### config.mk
export PLATFORM = sky130hd
export DESIGN_NAME = ddr_queue
export DESIGN_NICKNAME = d
export VERILOG_FILES = /design/src/hw/rtl/ddr_pkg.sv /design/src/hw/rtl/ddr_queue.sv
export SDC_FILE = /design/constraint.sdc
export NUM_CORES = 1
export LEC_CHECK = 0
export BUFFER_PORTS_ARGS = -buffer_cell sky130_fd_sc_hd__buf_2
export CORE_MARGIN = 1.5
export CORE_UTILIZATION = 47
export DETAILED_ROUTE_END_ITERATION = 10
export GPL_TIMING_DRIVEN = 0
export PLACE_DENSITY_LB_ADDON = 0.15
export SLEW_MARGIN = 20
export SYNTH_ARGS = -nofsm -noshare
export SYNTH_HDL_FRONTEND = slang
export SYNTH_SLANG_ARGS = --single-unit
### constraint.sdc
create_clock -name clk -period 3.7 [get_ports clk]
set_input_delay 0.555 -clock clk [delete_from_list [all_inputs] [get_ports clk]]
set_output_delay 0.555 -clock clk [all_outputs]
set_load 0.05 [all_outputs]
### src/hw/rtl/ddr_pkg.sv
`default_nettype none
// ----------------------------------------------------------------------------
// ddr_pkg
// Shared types and constants of the damped difficulty retarget block.
// ----------------------------------------------------------------------------
package ddr_pkg;

	localparam int unsigned CfgIdxW = 3;

	localparam logic [CfgIdxW-1:0] REG_TIMESPAN = 3'd0;
	localparam logic [CfgIdxW-1:0] REG_HOLD     = 3'd1;
	localparam logic [CfgIdxW-1:0] REG_LIMIT0   = 3'd2;
	localparam logic [CfgIdxW-1:0] REG_LIMIT1   = 3'd3;
	localparam logic [CfgIdxW-1:0] REG_LIMIT2   = 3'd4;
	localparam logic [CfgIdxW-1:0] REG_LIMIT3   = 3'd5;

	localparam logic [31:0] TIMESPAN_RST = 32'd1209600;
	localparam logic [63:0] LIMIT_LO_RST = 64'hFFFF_FFFF_FFFF_FFFF;
	localparam logic [63:0] LIMIT_HI_RST = 64'h0000_0000_FFFF_FFFF;

	// one queued word: compact target, clamped timespan, hold flag
	typedef struct packed {
		logic [31:0] bits;
		logic [32:0] damped;
		logic        hold;
	} ddr_item_t;

	typedef enum logic [2:0] {
		ST_IDLE,
		ST_MUL,
		ST_DIV,
		ST_CAP,
		ST_NORM,
		ST_FIN
	} ddr_state_t;

endpackage
`default_nettype wire

### src/hw/rtl/ddr_queue.sv
`default_nettype none
// ----------------------------------------------------------------------------
// ddr_queue
// Two-entry queue between front and back.
// ----------------------------------------------------------------------------
module ddr_queue (
	input  wire logic               clk,
	input  wire logic               arst_n,
	input  wire logic               push,
	input  wire ddr_pkg::ddr_item_t wdata,
	input  wire logic               pop,
	output      ddr_pkg::ddr_item_t rdata,
	output      logic [1:0]         level
);
	import ddr_pkg::*;

	ddr_item_t mem_q [2];
	logic      wp_q, rp_q;
	logic [1:0] cnt_q;

	always_ff @(posedge clk or negedge arst_n) begin
		if (!arst_n) begin
			wp_q  <= 1'b0;
			rp_q  <= 1'b0;
			cnt_q <= 2'd0;
		end else begin
			if (push) wp_q <= ~wp_q;
			if (pop)  rp_q <= ~rp_q;
			cnt_q <= cnt_q + {1'b0, push} - {1'b0, pop};
		end
	end

	always_ff @(posedge clk) begin
		if (push) mem_q[wp_q] <= wdata;
	end

	assign rdata = mem_q[rp_q];
	assign level = cnt_q;

endmodule
`default_nettype wire

==> flow_metrics.tcl <==
set metrics [dict create \
    p_total_mw 6.18 \
    critPathKind "flop to output pin" \
    rows 37 \
    min_to "mem_q[0][25]" \
    numCtsBuffers 17 \
    clkTransAtPathRegs_ps 70 \
    routed_via_density 4.76 \
    crit_slowest_cell "dfrtp_1" \
    irDropWorstVdd_mv 0.560 \
    overflow 0 \
    drtPass1Iterations 4 \
    outcome "completed" \
    htree_num_levels 4 \
    syn_avg_cell_area_sq_um 23.2 \
    netlist_instances 218 \
    postLayoutCoreUtil 0.637 \
    cp_data_arrival_time_ps 1840 \
    drt-total-wl_um 8260 \
    worstSetupStartpoint "rp_q" \
    max_cap_violations 0 \
    slew_headroom 0.568 \
    layout.cells.non_filler 528 \
    ant_nets 0 \
    fp.dieW_um 107 \
    dp_hpwl_um 5520 \
    clock_latency_ps 500 \
    slew_viol_final 0 \
    r2r_end "mem_q[0][32]" \
    ys_warn_count 0 \
    dieArea_sq_mm 0.0114 \
    clock_path_buffers 2 \
    rr_startpoint "wp_q" \
    clockRootBuffer "clkbuf_8" \
    drive_above_1_share 0.625 \
    postCtsSetupBuffers 0 \
    ys_seq_area_frac 0.803 \
    tightest_slew_ps 647 \
    setup_viol 0 \
    ys_seq_elements 136 \
    clock_skew_ps 9.70 \
    final_common_cell "buf_2" \
    rsz0062_at_grt "false" \
    preCtsSetupSlack_ps 1720 \
    cp-end-kind "output pin" \
    gp_congestion 0.648 \
    rrSetupSlack_ps 2030 \
    leakagePower_nw 2.62 \
    drc_errors 0 \
    power_density_mw_per_mm2 935 \
    yosysUniqueCellTypes 13 \
    hold_viol 0 \
    fmax_mhz 417 \
    hp-start "wdata[25]" \
    io_buffers 137 \
    min_path_type "input port to flop" \
    grt_pass1_vias 2597 \
    critPathBufInv 3 \
    cp_top_family "buffers and inverters" \
    reg2reg_depth 3 \
    holdPathStages 1 \
    final_area_sq_mm 0.00661 \
    holdWs_ps 238 \
    wl_per_cell_um 15.6 \
    dpl.cell_count 495 \
    track_usage 0.149 \
    layout_common_cells "140 x buf_2, 132 x edfxtp_1, 36 x mux2_2" \
    vias 2514 \
    placed_area_sq_mm 0.00603 \
    diodes 0 \
    worst_setup_path_start_kind "flop" \
    cts_sinks 136 \
    slowest_delay_ps 390 \
    cp_max_fo 10 \
    die_h_um 107 \
    post-route-min-period_ps 2400 \
    antenna_found_initial 1 \
    initial_core_util 0.488 \
    crit_required_ps 3140 \
    drt_iter0_markers 101 \
    cts_tree "yes" \
    setup_ws_ps 1300 \
    cp_cell_sequence "buf_4, buf_6, mux2_4, buf_2" \
    period_share 0.649 \
    floorplan.io_pins 138 \
    grt_pass1_wl_um 12400 \
    syn_area_sq_mm 0.00506 \
    synthToLayoutAreaGrowth_pct 30.5 \
    nets 451 \
    syn-num-nets 290 \
    fin_setup_tns_ps 0 \
    core_area_sq_mm 0.0104 \
    grt_max_degree 40 \
]
==> final cells by class <==
| class | count | area, sq um |
|---|---|---|
| Sequential cell | 136 | 4060 |
| Fill cell | 774 | 3760 |
| Multi-Input combinational cell | 73 | 945 |
| Timing Repair Buffer | 142 | 798 |
| Clock buffer | 18 | 418 |
| Tap cell | 136 | 170 |
| Clock inverter | 14 | 150 |
| Buffer | 7 | 56.3 |
| Inverter | 2 | 7.51 |
==> worst max path at each step <==
stage	endpoint	slack (ps)	cells after the start
after floorplan	mem_q[0][0]	980	1
after global placement	mem_q[0][54]	-190	2
after detailed placement	mem_q[0][54]	1720	4
after CTS	rdata[52]	1250	4
after global routing	rdata[51]	1180	4
final	rdata[52]	1300	4
==> state kept, by name (all words and copies together), names as in the netlist <==
| register | count |
|---|---|
| wp_q | 1 |
| mem_q | 132 |
| rp_q | 1 |
| level | 2 |
==> Yosys cell counts <==
library cell    n  area share
mux2_4         30       0.089
and2_1          1      0.0012
inv_1           2      0.0015
ha_1            2      0.0049
buf_2           3      0.0030
buf_4           1      0.0015
dfrtp_1         4       0.020
xor2_1          2      0.0035
edfxtp_1      132        0.78
nor2b_1         1      0.0012
xor3_1          1      0.0047
mux2_2         36       0.080
buf_6           3      0.0067
==> worst register-to-register path: stages (launching register included) <==
cell	delay [ps]
dfrtp_1	430
nor2b_4	550
buf_16	240
buf_16	160
==> timing repair <==
action | 4_1_cts | 5_1_grt
gates resized for setup | 0 | 0
hold endpoints to repair | 4 | 0
hold buffers | 1 | 0
==> power breakdown <==
group	internal, mW	leakage, nW	switching [mW]	total [mW]
clock	0.961	0.263	0.620	1.58
combinational	0.789	1.07	1.69	2.48
sequential	2.04	1.29	0.0761	2.12
total	3.79	2.62	2.39	6.18
==> kinds of logic (layout without fill, tap and decap cells) <==
family                     after synthesis  in the layout  synth area share
and+or+nand+nor                          2              2           0.00247
buffers and inverters                    9            183            0.0126
adders and majority gates                2              2           0.00494
muxes                                   66             66             0.169
xor gates and xnor gates                 3              3           0.00816
DFF                                    136            136             0.803
==> per-layer routing <==
layer  vias to the layer above  routed length, um  global-route usage
met2                        86               4230               0.241
met5                         -                 12                   0
met3                         9                575              0.0681
li1                       1190                  -                   -
met1                      1227               3370               0.173
met4                         2                 76              0.0600
No activity file was read; power rests on OpenSTA's default activity.
