$ cat src/hw/rtl/ddr_pkg.sv
`default_nettype none
// ----------------------------------------------------------------------------
// ddr_pkg
// Shared types and constants of the damped difficulty retarget block.
// ----------------------------------------------------------------------------
package ddr_pkg;

	localparam int unsigned CfgIdxW = 3;

	localparam logic [CfgIdxW-1:0] REG_TIMESPAN = 3'd0;
	localparam logic [CfgIdxW-1:0] REG_HOLD     = 3'd1;
	localparam logic [CfgIdxW-1:0] REG_LIMIT0   = 3'd2;
	localparam logic [CfgIdxW-1:0] REG_LIMIT1   = 3'd3;
	localparam logic [CfgIdxW-1:0] REG_LIMIT2   = 3'd4;
	localparam logic [CfgIdxW-1:0] REG_LIMIT3   = 3'd5;

	localparam logic [31:0] TIMESPAN_RST = 32'd1209600;
	localparam logic [63:0] LIMIT_LO_RST = 64'hFFFF_FFFF_FFFF_FFFF;
	localparam logic [63:0] LIMIT_HI_RST = 64'h0000_0000_FFFF_FFFF;

	// one queued word: compact target, clamped timespan, hold flag
	typedef struct packed {
		logic [31:0] bits;
		logic [32:0] damped;
		logic        hold;
	} ddr_item_t;

	typedef enum logic [2:0] {
		ST_IDLE,
		ST_MUL,
		ST_DIV,
		ST_CAP,
		ST_NORM,
		ST_FIN
	} ddr_state_t;

endpackage
`default_nettype wire

$ cat src/hw/rtl/ddr_front.sv
`default_nettype none
// ----------------------------------------------------------------------------
// ddr_front
// Registers a request and computes the damped, clamped timespan.
// ----------------------------------------------------------------------------
module ddr_front (
	input  wire logic               clk,
	input  wire logic               arst_n,
	input  wire logic               take,
	input  wire logic [31:0]        last_bits,
	input  wire logic [31:0]        last_time,
	input  wire logic [31:0]        first_time,
	input  wire logic [31:0]        timespan,
	input  wire logic               hold,
	output      logic               push,
	output      ddr_pkg::ddr_item_t item
);
	import ddr_pkg::*;

	logic        vld_s1;
	logic [31:0] bits_s1, lt_s1, ft_s1;
	logic signed [34:0] diff, qt, dmp;
	logic [32:0] lo, hi;

	always_ff @(posedge clk or negedge arst_n) begin
		if (!arst_n) begin
			vld_s1 <= 1'b0;
		end else begin
			vld_s1 <= take;
		end
	end

	always_ff @(posedge clk) begin
		if (take) begin
			bits_s1 <= last_bits;
			lt_s1   <= last_time;
			ft_s1   <= first_time;
		end
	end

	always_comb begin
		diff = $signed({3'b0, lt_s1}) - $signed({3'b0, ft_s1}) - $signed({3'b0, timespan});
		// divide by eight, truncating toward zero
		qt   = (diff + (diff[34] ? 35'sd7 : 35'sd0)) >>> 3;
		dmp  = $signed({3'b0, timespan}) + qt;
		lo   = {1'b0, timespan} - {3'b0, timespan[31:2]};
		hi   = {1'b0, timespan} + {2'b0, timespan[31:1]};
		item.bits = bits_s1;
		item.hold = hold;
		if (dmp < $signed({2'b0, lo})) begin
			item.damped = lo;
		end else if (dmp > $signed({2'b0, hi})) begin
			item.damped = hi;
		end else begin
			item.damped = dmp[32:0];
		end
	end

	assign push = vld_s1;

endmodule
`default_nettype wire

$ cat config.mk
export PLATFORM = sky130hd
export DESIGN_NAME = ddr_front
export DESIGN_NICKNAME = d
export VERILOG_FILES = /design/src/hw/rtl/ddr_pkg.sv /design/src/hw/rtl/ddr_front.sv
export SDC_FILE = /design/constraint.sdc
export NUM_CORES = 1
export LEC_CHECK = 0
export BUFFER_PORTS_ARGS = -buffer_cell sky130_fd_sc_hd__buf_2
export CAP_MARGIN = 15
export CORE_UTILIZATION = 50
export DETAILED_ROUTE_END_ITERATION = 16
export PLACE_DENSITY_LB_ADDON = 0.3
export SLEW_MARGIN = 0
export SYNTH_ARGS = -nofsm -noshare
export SYNTH_HDL_FRONTEND = slang
export SYNTH_SLANG_ARGS = --single-unit
export TNS_END_PERCENT = 50
$ cat constraint.sdc
create_clock -name clk -period 31.3 [get_ports clk]
set_input_delay 3.13 -clock clk [delete_from_list [all_inputs] [get_ports clk]]
set_output_delay 3.13 -clock clk [all_outputs]
set_load 0.02 [all_outputs]
==> impl_metrics.ini <==
[grt]
grt_max_degree = 75
grt.total_usage_pct = 25.70
antenna_found_initial = 0
first_global_vias = 12070
first_pass_grt_wire_length_um = 58780
grt_residual_overflow = 0

[yosys]
synth.net_count = 1984
synth-seq-area-share_pct = 20.97
synth-edff-count = 96
syn_area_per_cell_um2 = 8.563
synth.top_cell.area_share_pct = 20.79
synth_largest_area_cell = sky130_fd_sc_hd__edfxtp_1
netlist_instances = 1619
synth.top_cells.by_area = sky130_fd_sc_hd__edfxtp_1 (21%), sky130_fd_sc_hd__ha_1 (21%), sky130_fd_sc_hd__xnor2_1 (6.7%), sky130_fd_sc_hd__a21oi_1 (5.5%), sky130_fd_sc_hd__a21o_1 (4.4%)
yosysUniqueCellTypes = 77
postSynth.topFlopCell = sky130_fd_sc_hd__edfxtp_1
synth_area_mm2 = 0.01386
synth_async_sr_flop_share_pct = 1.031
synthesis.yosys.warnings = 0
synth.ff_latch_count = 97

[cts]
cts-buffers-inserted = 9
clock_tree_from_tritoncts = done
clk_pin_slew_ps = 70
cts.root.buffer_cell = sky130_fd_sc_hd__clkbuf_16
cts_hold_buffers = 0
clockBufferDepth = 2
cts_sinks = 97
cts_resized = 0
buffer_count_from_post_cts_setup_fixing = 0
cts.htree.levels = 3

[final_layout]
fin_nets = 2166
drive_above_1_share_pct = 13.29
post-route-util_pct = 57.17
fillCellCount = 2525
area.growth.synth_to_final_pct = 11.77
layoutNonFillerInstCount = 2178
design_area_mm2 = 0.01549
mostFrequentLayoutCells = sky130_fd_sc_hd__ha_1 (228), sky130_fd_sc_hd__buf_2 (195), sky130_fd_sc_hd__a21oi_1 (152)
most_common_library_cell_in_the_layout_ignoring_fill_and_taps = sky130_fd_sc_hd__ha_1
antenna-diode-count = 0

[critical_path]
worst_setup_path_type = primary input to output port
critPathCaptureType = output port
cpPeakStageDelay_ps = 640
worstPathArrival_ps = 13510
timing.critical_path.required_ps = 28170
path_common_cell = sky130_fd_sc_hd__a21oi_1
worstSetupStartpointType = primary input
crit_path_max_fanout = 18
cp_slowest_cell = sky130_fd_sc_hd__a2111oi_0

[run]
max-cap-violations = 0

[timing]
slew_headroom_pct = 22.47
clock.fmax_mhz = 60.08
worstMarginPinSlew_ps = 1160
rsz0062_at_grt = no
final_hold_viol_count = 0
setup_viol_count_final = 0
fin_setup_tns_ps = 0
timing.final.crit_share_pct = 53.18
fin_crit_ps = 16640
final_max_slew_viol_count = 0

[route]
routed-via-count = 12650
postRouteWirelength_um = 37080
vias_per_cell = 5.808
number_of_iterations_in_the_first_detailed_routing_pass = 5
post-route-drc-count = 0
detail-route-antenna-nets = 0
first_iter_violations = 882
avgRoutedWirePerCell_um = 17.02

[power_and_ir_drop]
p_per_area_mw_per_mm2 = 115.4
power.ir.vdd_worst_mv = 0.05140
totalPowerFinal_mw = 1.788
leakage_nw = 7.255

[floorplanning]
initial_utilization_pct = 51.15
die_h_um = 168.5
num_io_pins = 199
core_footprint_mm2 = 0.02710
die_area_mm2 = 0.02840
rows = 60
fp.dieW_um = 168.5

[status]
status = finished clean

[placed_design]
dp.final_hpwl_um = 31460
gp_congestion = 0.9361
placed_cell_area_mm2 = 0.01519
placed_cells = 2162
port-buffer-count = 196

[worst_hold_path]
min_path_type = primary input to async pin
-- worst max-delay path by stage --
stage | startpoint | to | slack [ps] | cells past startpoint
finish | timespan[2] | item[30] | 14660 | 38
global route | lt_s1[0] | item[30] | 13610 | 51
CTS | timespan[2] | item[31] | 14720 | 38
detailed placement | timespan[2] | item[31] | 14700 | 38
global placement | timespan[2] | item[31] | 14990 | 38
floorplan | timespan[2] | item[10] | 16260 | 38
-- stage by stage --
step	setup WS, ps	hold slack [ps]
6_report	14660	2547
5_1_grt	13610	2537
4_1_cts	14720	2535
3_5_place_dp	14700	2906
3_3_place_gp	14990	2905
2_1_floorplan	16260	2834
-- critical path: cells and delay by family --
family	cells	cell delay, ps
buf+inv	3	430
xor+xnor	2	480
simple gates	8	1890
fa+ha+maj	4	1290
compound gates	21	6270
-- per-layer routing --
layer  up-vias  GRT usage (%)  routed length, um
li1       6393              -                  -
met1      5825          34.44              17150
met2       384          44.22              16960
met3        48          1.847               2028
met4         0          7.826                945
met5         -              0                  0
-- synthesized netlist by cell type, types with 4 or more instances --
cell type                   number
sky130_fd_sc_hd__nand4_1        28
sky130_fd_sc_hd__or3_1          11
sky130_fd_sc_hd__edfxtp_1       96
sky130_fd_sc_hd__nor4_1          7
sky130_fd_sc_hd__xnor2_1       106
sky130_fd_sc_hd__mux2i_1        43
sky130_fd_sc_hd__o21a_1         43
sky130_fd_sc_hd__a31oi_1        12
sky130_fd_sc_hd__nor3_1         25
sky130_fd_sc_hd__and3_1         11
sky130_fd_sc_hd__a311oi_1        5
sky130_fd_sc_hd__a2111o_1        4
sky130_fd_sc_hd__or2_2          12
sky130_fd_sc_hd__a21o_1         82
sky130_fd_sc_hd__o21ai_0       101
sky130_fd_sc_hd__fa_1            5
sky130_fd_sc_hd__a211oi_1       17
sky130_fd_sc_hd__nand2_1        93
sky130_fd_sc_hd__a41oi_1         4
sky130_fd_sc_hd__nor2_1         90
sky130_fd_sc_hd__ha_1          228
sky130_fd_sc_hd__a21oi_1       152
sky130_fd_sc_hd__nand3_1        34
sky130_fd_sc_hd__a211o_1         4
sky130_fd_sc_hd__o21bai_1       11
sky130_fd_sc_hd__nand2b_1       34
sky130_fd_sc_hd__inv_1         124
sky130_fd_sc_hd__and2_1          7
sky130_fd_sc_hd__o22ai_1         5
sky130_fd_sc_hd__nor2b_1        29
sky130_fd_sc_hd__xor2_1         64
sky130_fd_sc_hd__a41o_1          4
sky130_fd_sc_hd__a2111oi_0       7
sky130_fd_sc_hd__o31ai_1         6
sky130_fd_sc_hd__o41a_1          5
sky130_fd_sc_hd__a311o_1         4
sky130_fd_sc_hd__a31o_2          5
sky130_fd_sc_hd__clkbuf_1       21
sky130_fd_sc_hd__o211ai_1       14
sky130_fd_sc_hd__and4_1          6
-- state kept, by name (all words and copies together) (netlist names) --
signal / cells
lt_s1: 32
ft_s1: 32
push: 1
bits_s1: 32
-- where the power goes --
part           switching, mW  total (mW)  internal, mW
Sequential           0.00276       0.157         0.154
Combinational          0.916        1.52         0.605
Clock                 0.0472       0.110        0.0626
-- area by class of cell --
cell class                      count  area [um2]  area share (%)
Multi-Input combinational cell   1372       10360           66.89
Sequential cell                    97        2908           18.77
Timing Repair Buffer              197       991.0           6.395
Inverter                          124       465.4           3.004
Tap cell                          372       465.4           3.004
Clock buffer                        9       225.2           1.453
Clock inverter                      7       75.07          0.4845
-- kinds of logic after synthesis --
logic type	count (synthesis)	synth area share (%)
muxes	46	3.348
AOI/OAI and AO/OA	520	24.58
DFF	97	20.97
adders and majority gates	234	21.37
xor gates and xnor gates	170	10.74
and+or+nand+nor	402	14.73
buffers and inverters	150	4.260
(Power assumes the default switching activity.)
