### src/hw/rtl/ddr_pkg.sv
`default_nettype none
// ----------------------------------------------------------------------------
// ddr_pkg
// Shared types and constants of the damped difficulty retarget block.
// ----------------------------------------------------------------------------
package ddr_pkg;

	localparam int unsigned CfgIdxW = 3;

	localparam logic [CfgIdxW-1:0] REG_TIMESPAN = 3'd0;
	localparam logic [CfgIdxW-1:0] REG_HOLD     = 3'd1;
	localparam logic [CfgIdxW-1:0] REG_LIMIT0   = 3'd2;
	localparam logic [CfgIdxW-1:0] REG_LIMIT1   = 3'd3;
	localparam logic [CfgIdxW-1:0] REG_LIMIT2   = 3'd4;
	localparam logic [CfgIdxW-1:0] REG_LIMIT3   = 3'd5;

	localparam logic [31:0] TIMESPAN_RST = 32'd1209600;
	localparam logic [63:0] LIMIT_LO_RST = 64'hFFFF_FFFF_FFFF_FFFF;
	localparam logic [63:0] LIMIT_HI_RST = 64'h0000_0000_FFFF_FFFF;

	// one queued word: compact target, clamped timespan, hold flag
	typedef struct packed {
		logic [31:0] bits;
		logic [32:0] damped;
		logic        hold;
	} ddr_item_t;

	typedef enum logic [2:0] {
		ST_IDLE,
		ST_MUL,
		ST_DIV,
		ST_CAP,
		ST_NORM,
		ST_FIN
	} ddr_state_t;

endpackage
`default_nettype wire

### src/hw/rtl/ddr_back.sv
`default_nettype none
// ----------------------------------------------------------------------------
// ddr_back
// Decode, multiply, divide, cap and re-encode one queued word, or pass a hold-mode word through unchanged.
// ----------------------------------------------------------------------------
module ddr_back #(
	parameter int unsigned W = 256
) (
	input  wire logic               clk,
	input  wire logic               arst_n,
	input  wire logic               avail,
	input  wire ddr_pkg::ddr_item_t item,
	output      logic               pop,
	input  wire logic [31:0]        timespan,
	input  wire logic [W-1:0]       limit,
	output      logic               done,
	output      logic [31:0]        next_bits
);
	import ddr_pkg::*;

	localparam int unsigned WP  = ((W + 31) / 32) * 32;
	localparam int unsigned NL  = WP / 32;
	localparam int unsigned NB  = WP / 8;
	localparam int unsigned CW  = $clog2(NB);
	localparam int unsigned SW  = $clog2(NB + 2);
	localparam logic [WP-1:0] MASK = WP'({W{1'b1}});

	ddr_state_t st_q, st_d;
	logic [WP-1:0] v_q, v_d;
	logic [32:0]   d_q;
	logic [32:0]   cy_q, cy_d;
	logic [31:0]   rem_q, rem_d;
	logic [CW-1:0] cnt_q, cnt_d;
	logic [SW-1:0] sz_q, sz_d;
	logic          done_q, done_d;
	logic [31:0]   nb_q, nb_d;

	logic [WP-1:0] dec;
	logic [7:0]    esz, sb;
	logic [64:0]   prod;
	logic [32:0]   cur;
	logic [23:0]   mant;

	// compact decode: mantissa placed by exponent, clipped to W
	always_comb begin
		esz = item.bits[31:24];
		sb  = esz - 8'd3;
		if (esz <= 8'd3) begin
			dec = WP'(item.bits[22:0] >> {(2'd3 - esz[1:0]), 3'b000});
		end else if (32'(sb) >= NB) begin
			dec = '0;
		end else begin
			dec = WP'(item.bits[22:0]) << {sb, 3'b000};
		end
		dec = dec & MASK;
	end

	always_comb begin
		st_d   = st_q;
		v_d    = v_q;
		cy_d   = cy_q;
		rem_d  = rem_q;
		cnt_d  = cnt_q;
		sz_d   = sz_q;
		done_d = 1'b0;
		nb_d   = nb_q;
		pop    = 1'b0;
		prod   = (65'(v_q[31:0]) * 65'(d_q)) + 65'(cy_q);
		cur    = '0;
		mant   = v_q[WP-1 -: 24];
		case (st_q)
			ST_IDLE: begin
				if (avail) begin
					pop = 1'b1;
					if (item.hold) begin
						nb_d   = item.bits;
						done_d = 1'b1;
					end else begin
						v_d   = dec;
						cy_d  = '0;
						cnt_d = CW'(NL - 1);
						st_d  = ST_MUL;
					end
				end
			end
			ST_MUL: begin
				// bottom limb first; each product limb rotates in at the top
				v_d   = {prod[31:0], v_q[WP-1:32]};
				cy_d  = prod[64:32];
				cnt_d = cnt_q - 1'b1;
				if (cnt_q == '0) begin
					v_d   = {prod[31:0], v_q[WP-1:32]} & MASK;
					rem_d = '0;
					cnt_d = CW'(NB - 1);
					st_d  = (timespan == '0) ? ST_CAP : ST_DIV;
					if (timespan == '0) v_d = '0;
				end
			end
			ST_DIV: begin
				// eight restoring steps per cycle, quotient shifts in at the bottom
				for (int k = 0; k < 8; k++) begin
					cur = {rem_d, v_d[WP-1]};
					v_d = v_d << 1;
					if (cur >= {1'b0, timespan}) begin
						rem_d  = 32'(cur - {1'b0, timespan});
						v_d[0] = 1'b1;
					end else begin
						rem_d = cur[31:0];
					end
				end
				cnt_d = cnt_q - 1'b1;
				if (cnt_q == '0) st_d = ST_CAP;
			end
			ST_CAP: begin
				if ((v_q & MASK) > WP'(limit)) begin
					v_d = WP'(limit);
				end else begin
					v_d = v_q & MASK;
				end
				sz_d = SW'(NB);
				st_d = ST_NORM;
			end
			ST_NORM: begin
				if (sz_q == '0 || v_q[WP-1 -: 8] != 8'd0) begin
					st_d = ST_FIN;
				end else begin
					v_d  = v_q << 8;
					sz_d = sz_q - 1'b1;
				end
			end
			ST_FIN: begin
				if (mant[23]) begin
					nb_d = {8'(sz_q) + 8'd1, 8'd0, mant[23:8]};
				end else begin
					nb_d = {8'(sz_q), mant};
				end
				done_d = 1'b1;
				st_d   = ST_IDLE;
			end
			default: st_d = ST_IDLE;
		endcase
	end

	always_ff @(posedge clk or negedge arst_n) begin
		if (!arst_n) begin
			st_q   <= ST_IDLE;
			done_q <= 1'b0;
		end else begin
			st_q   <= st_d;
			done_q <= done_d;
		end
	end

	always_ff @(posedge clk) begin
		v_q   <= v_d;
		cy_q  <= cy_d;
		rem_q <= rem_d;
		cnt_q <= cnt_d;
		sz_q  <= sz_d;
		nb_q  <= nb_d;
		if (st_q == ST_IDLE && avail && !item.hold) d_q <= item.damped;
	end

	assign done      = done_q;
	assign next_bits = nb_q;

	a_div_exit: assert property (@(posedge clk) disable iff (!arst_n)
		(st_q == ST_DIV) |=> (st_q == ST_DIV || st_q == ST_CAP))
		else $error("divide left early");
	a_norm_end: assert property (@(posedge clk) disable iff (!arst_n)
		(st_q == ST_NORM && sz_q == '0) |=> (st_q == ST_FIN))
		else $error("normalize ran past zero");
	a_done_src: assert property (@(posedge clk) disable iff (!arst_n)
		done |-> ($past(st_q == ST_FIN) || $past(pop && item.hold)))
		else $error("result without source");

endmodule
`default_nettype wire
### config.mk
export PLATFORM = sky130hd
export DESIGN_NAME = ddr_back
export DESIGN_NICKNAME = d
export VERILOG_FILES = /design/src/hw/rtl/ddr_pkg.sv /design/src/hw/rtl/ddr_back.sv
export SDC_FILE = /design/constraint.sdc
export NUM_CORES = 2
export LEC_CHECK = 0
export ABC_AREA = 1
export BUFFER_PORTS_ARGS = -buffer_cell sky130_fd_sc_hd__buf_2
export CAP_MARGIN = 30
export CORE_UTILIZATION = 40
export DETAILED_ROUTE_END_ITERATION = 8
export PLACE_DENSITY = 0.65
export SETUP_SLACK_MARGIN = 0.15
export SLEW_MARGIN = 20
export SYNTH_ARGS = -nofsm -noshare
export SYNTH_HDL_FRONTEND = slang
export SYNTH_SLANG_ARGS = --single-unit
### constraint.sdc
create_clock -name clk -period 30.3 [get_ports clk]
set_input_delay 1.515 -clock clk [delete_from_list [all_inputs] [get_ports clk]]
set_output_delay 1.515 -clock clk [all_outputs]
set_load 0.1 [all_outputs]
==> out/qor.csv <==
metric,value,unit
Die Span Y,447,µm
"Hold Violations, Final",0,
Setup-failing EPs final,0,
Worst-Skew Late Latency,0.77,ns
Pre-antenna DRT Iters,9,
input/output buffers,390,
Yosys cell types,60,
number of global-route vias before repair,74792,
Clock Path Buffers,3,
initial antenna violation count,47,
CTS tree,built,
HP Class,flip-flop to flip-flop,
routability cong.,1.06,
"slowest stage cell, crit path",o21ai_0,
final max-slew violation count,0,
Area Overhead vs Synth,8.37,%
startpoint types,input port,
most frequent cells after synthesis,"nand2_1 (2,811), inv_1 (2,148), fa_1 (967), ha_1 (781), a21oi_1 (535)",
share of layout cells above drive strength 1,6.75,%
H-Tree Depth,2,
largest stage delay on the critical path,0.77,ns
Clock Sink Count,401,
Cell Rows,162,
Slew @ Worst Pin,1.32,ns
type of the worst setup path,input port to flip-flop,
# hold bufs at CTS,0,
Worst-path clk slew,0.06,ns
routed vias/inst,5.72,
post-synth design cell area,79200,µm²
ys async rst share,0.998,%
RSZ-0062 raised after global routing,no,
synthesized area per cell,7.52,µm²
largest net degree at the start of global routing,201,
Post-layout nets,12776,
Core ar.,196000,µm²
post_cts resized,0,
remaining antenna violation count after routing,0,
TNS Setup,0,ns
#FFs+latches synth,401,
most frequent cell after synthesis,nand2_1,
drc violations,0,
CP most frequent cell,nand2_1,
"top cells by area, synth","fa_1 (24%), edfxtp_1 (15%), nand2_1 (13%), ha_1 (12%), inv_1 (10%)",
DR vias,76446,
Max Freq,38.3,MHz
DIE WIDTH,447,µm
Final Skew,0.108,ns
Final Cycle Share,86.2,%
# IOs,391,
setup bufs post-CTS,0,
sequential share of the synthesized area,15.2,%
TritonCTS Buffers,54,
WP data required,30.73,ns
CP endpoint kind,flip-flop,
share of the synthesized area in the top cell type,24.4,%
worst-path fanout max,56,
Detailed Place HPWL,283000,µm
maxcap violations,0,
slew margin rel.,11.7,%
Post-synth EDFFs,397,
cell count after synthesis,10536,
Synthesized Nets,12641,
first-pass GRT wire length,507000,µm
main flop type after synthesis,edfxtp_1,
routed length per instance,26.2,µm
drt initial violations,8871,
status,"finished, final reports clean",
"area leader, netlist",fa_1,
GRT overflow,0,
"Arr. time, crit path",26.55,ns
Starting Density,40.5,%
CTS root buffer,clkbuf_16,
Synth warnings,0,
die area,200000,µm²
Tmin final,26.11,ns
gr usage total,34.6,%
Routed WL,350000,µm
worst paths after layout:
path | from | to | slack [ns] | cells after the start
max | timespan[7] | rem_q[23] | 4.19 | 130
min | v_q[152] | v_q[160] | 0.55 | 2
max reg2reg | v_q[255] | rem_q[23] | 4.42 | 127
min reg2reg | v_q[152] | v_q[160] | 0.55 | 2
max in group asynchronous | arst_n | st_q[1] | 29.40 | 1
min in group asynchronous | arst_n | st_q[2] | 0.69 | 1
kinds of logic after synthesis:
group                      synth area share (%)
xor gates and xnor gates                   2.66
and+or+nand+nor                            19.6
buffers and inverters                      12.6
AOI/OAI and AO/OA                          13.1
DFF                                        15.2
adders and majority gates                  36.8
layout make-up:
type                       count  area [µm²]
tap                         2624        3280
clock buffer                  63        1400
antenna                       36        90.1
clock inverter                36         432
fill                       20071      110000
inverter                    2176        8170
multi-input combinational   7501       57300
sequential                   401       12000
timing repair buffer         537        3150
layer usage:
metal	vias up	track usage, %	wire length (µm)
met1	37449	44.1	135000
met2	4170	52.3	152000
li1	33853	-	-
met4	14	25.1	29600
met3	960	6.82	32900
met5	-	0	96
critical path: cells and delay by family:
| family | cells | cell delay (ns) |
|---|---|---|
| AO/OA/AOI/OAI | 41 | 10.17 |
| adder cells (fa/ha/maj) | 8 | 2.87 |
| buffers and inverters | 18 | 4.08 |
| XOR/XNOR | 1 | 0.15 |
| AND/OR/NAND/NOR | 62 | 7.58 |
state kept, by name, summed over array words and instances (netlist names):
signal and cells:
next_bits 32, sz_q 6, cnt_q 5, st_q 3
cy_q 33, done 1, rem_q 32, v_q 256
d_q 33
metrics by stage:
stage | cell area (µm²) | hold WS, ns | utilization (%) | instances | worst slack, ns
after floorplan | 79200 | 0.562 | - | 10536 | 10.35
after global placement | 83700 | 0.561 | 42.8 | 13225 | 4.49
after detailed placement | 83800 | 0.575 | 42.8 | 13231 | 4.13
after CTS | 85700 | 0.559 | 43.7 | 13330 | 4.76
after global routing | 85800 | 0.612 | 43.8 | 13364 | 2.18
final | 85800 | 0.553 | 43.8 | 13374 | 4.19
layout by cell type, fill, tap and decap left out, types with 15 or more instances in the layout:
cell       count
nand2_1     2806
inv_1       2147
fa_1         967
ha_1         781
a21oi_1      533
o21ai_0      421
edfxtp_1     397
nor2_1       395
buf_2        392
nand3_1      334
a22oi_1      191
o211ai_1     157
xnor2_1      139
buf_4        134
xor2_1        99
nor3_1        86
o2111ai_1     84
nand4_1       63
o221ai_1      58
clkbuf_16     54
nor4_1        48
a31oi_1       43
diode_2       36
o21a_1        32
a21o_1        30
inv_2         22
a211oi_1      22
a21boi_0      22
o21bai_1      17
nand3b_1      17
o31ai_1       17
o21ai_1       15
Power is left out: the tool's default activity adds up to more than one toggle a clock period on the data nets, which glitch-free logic cannot reach.
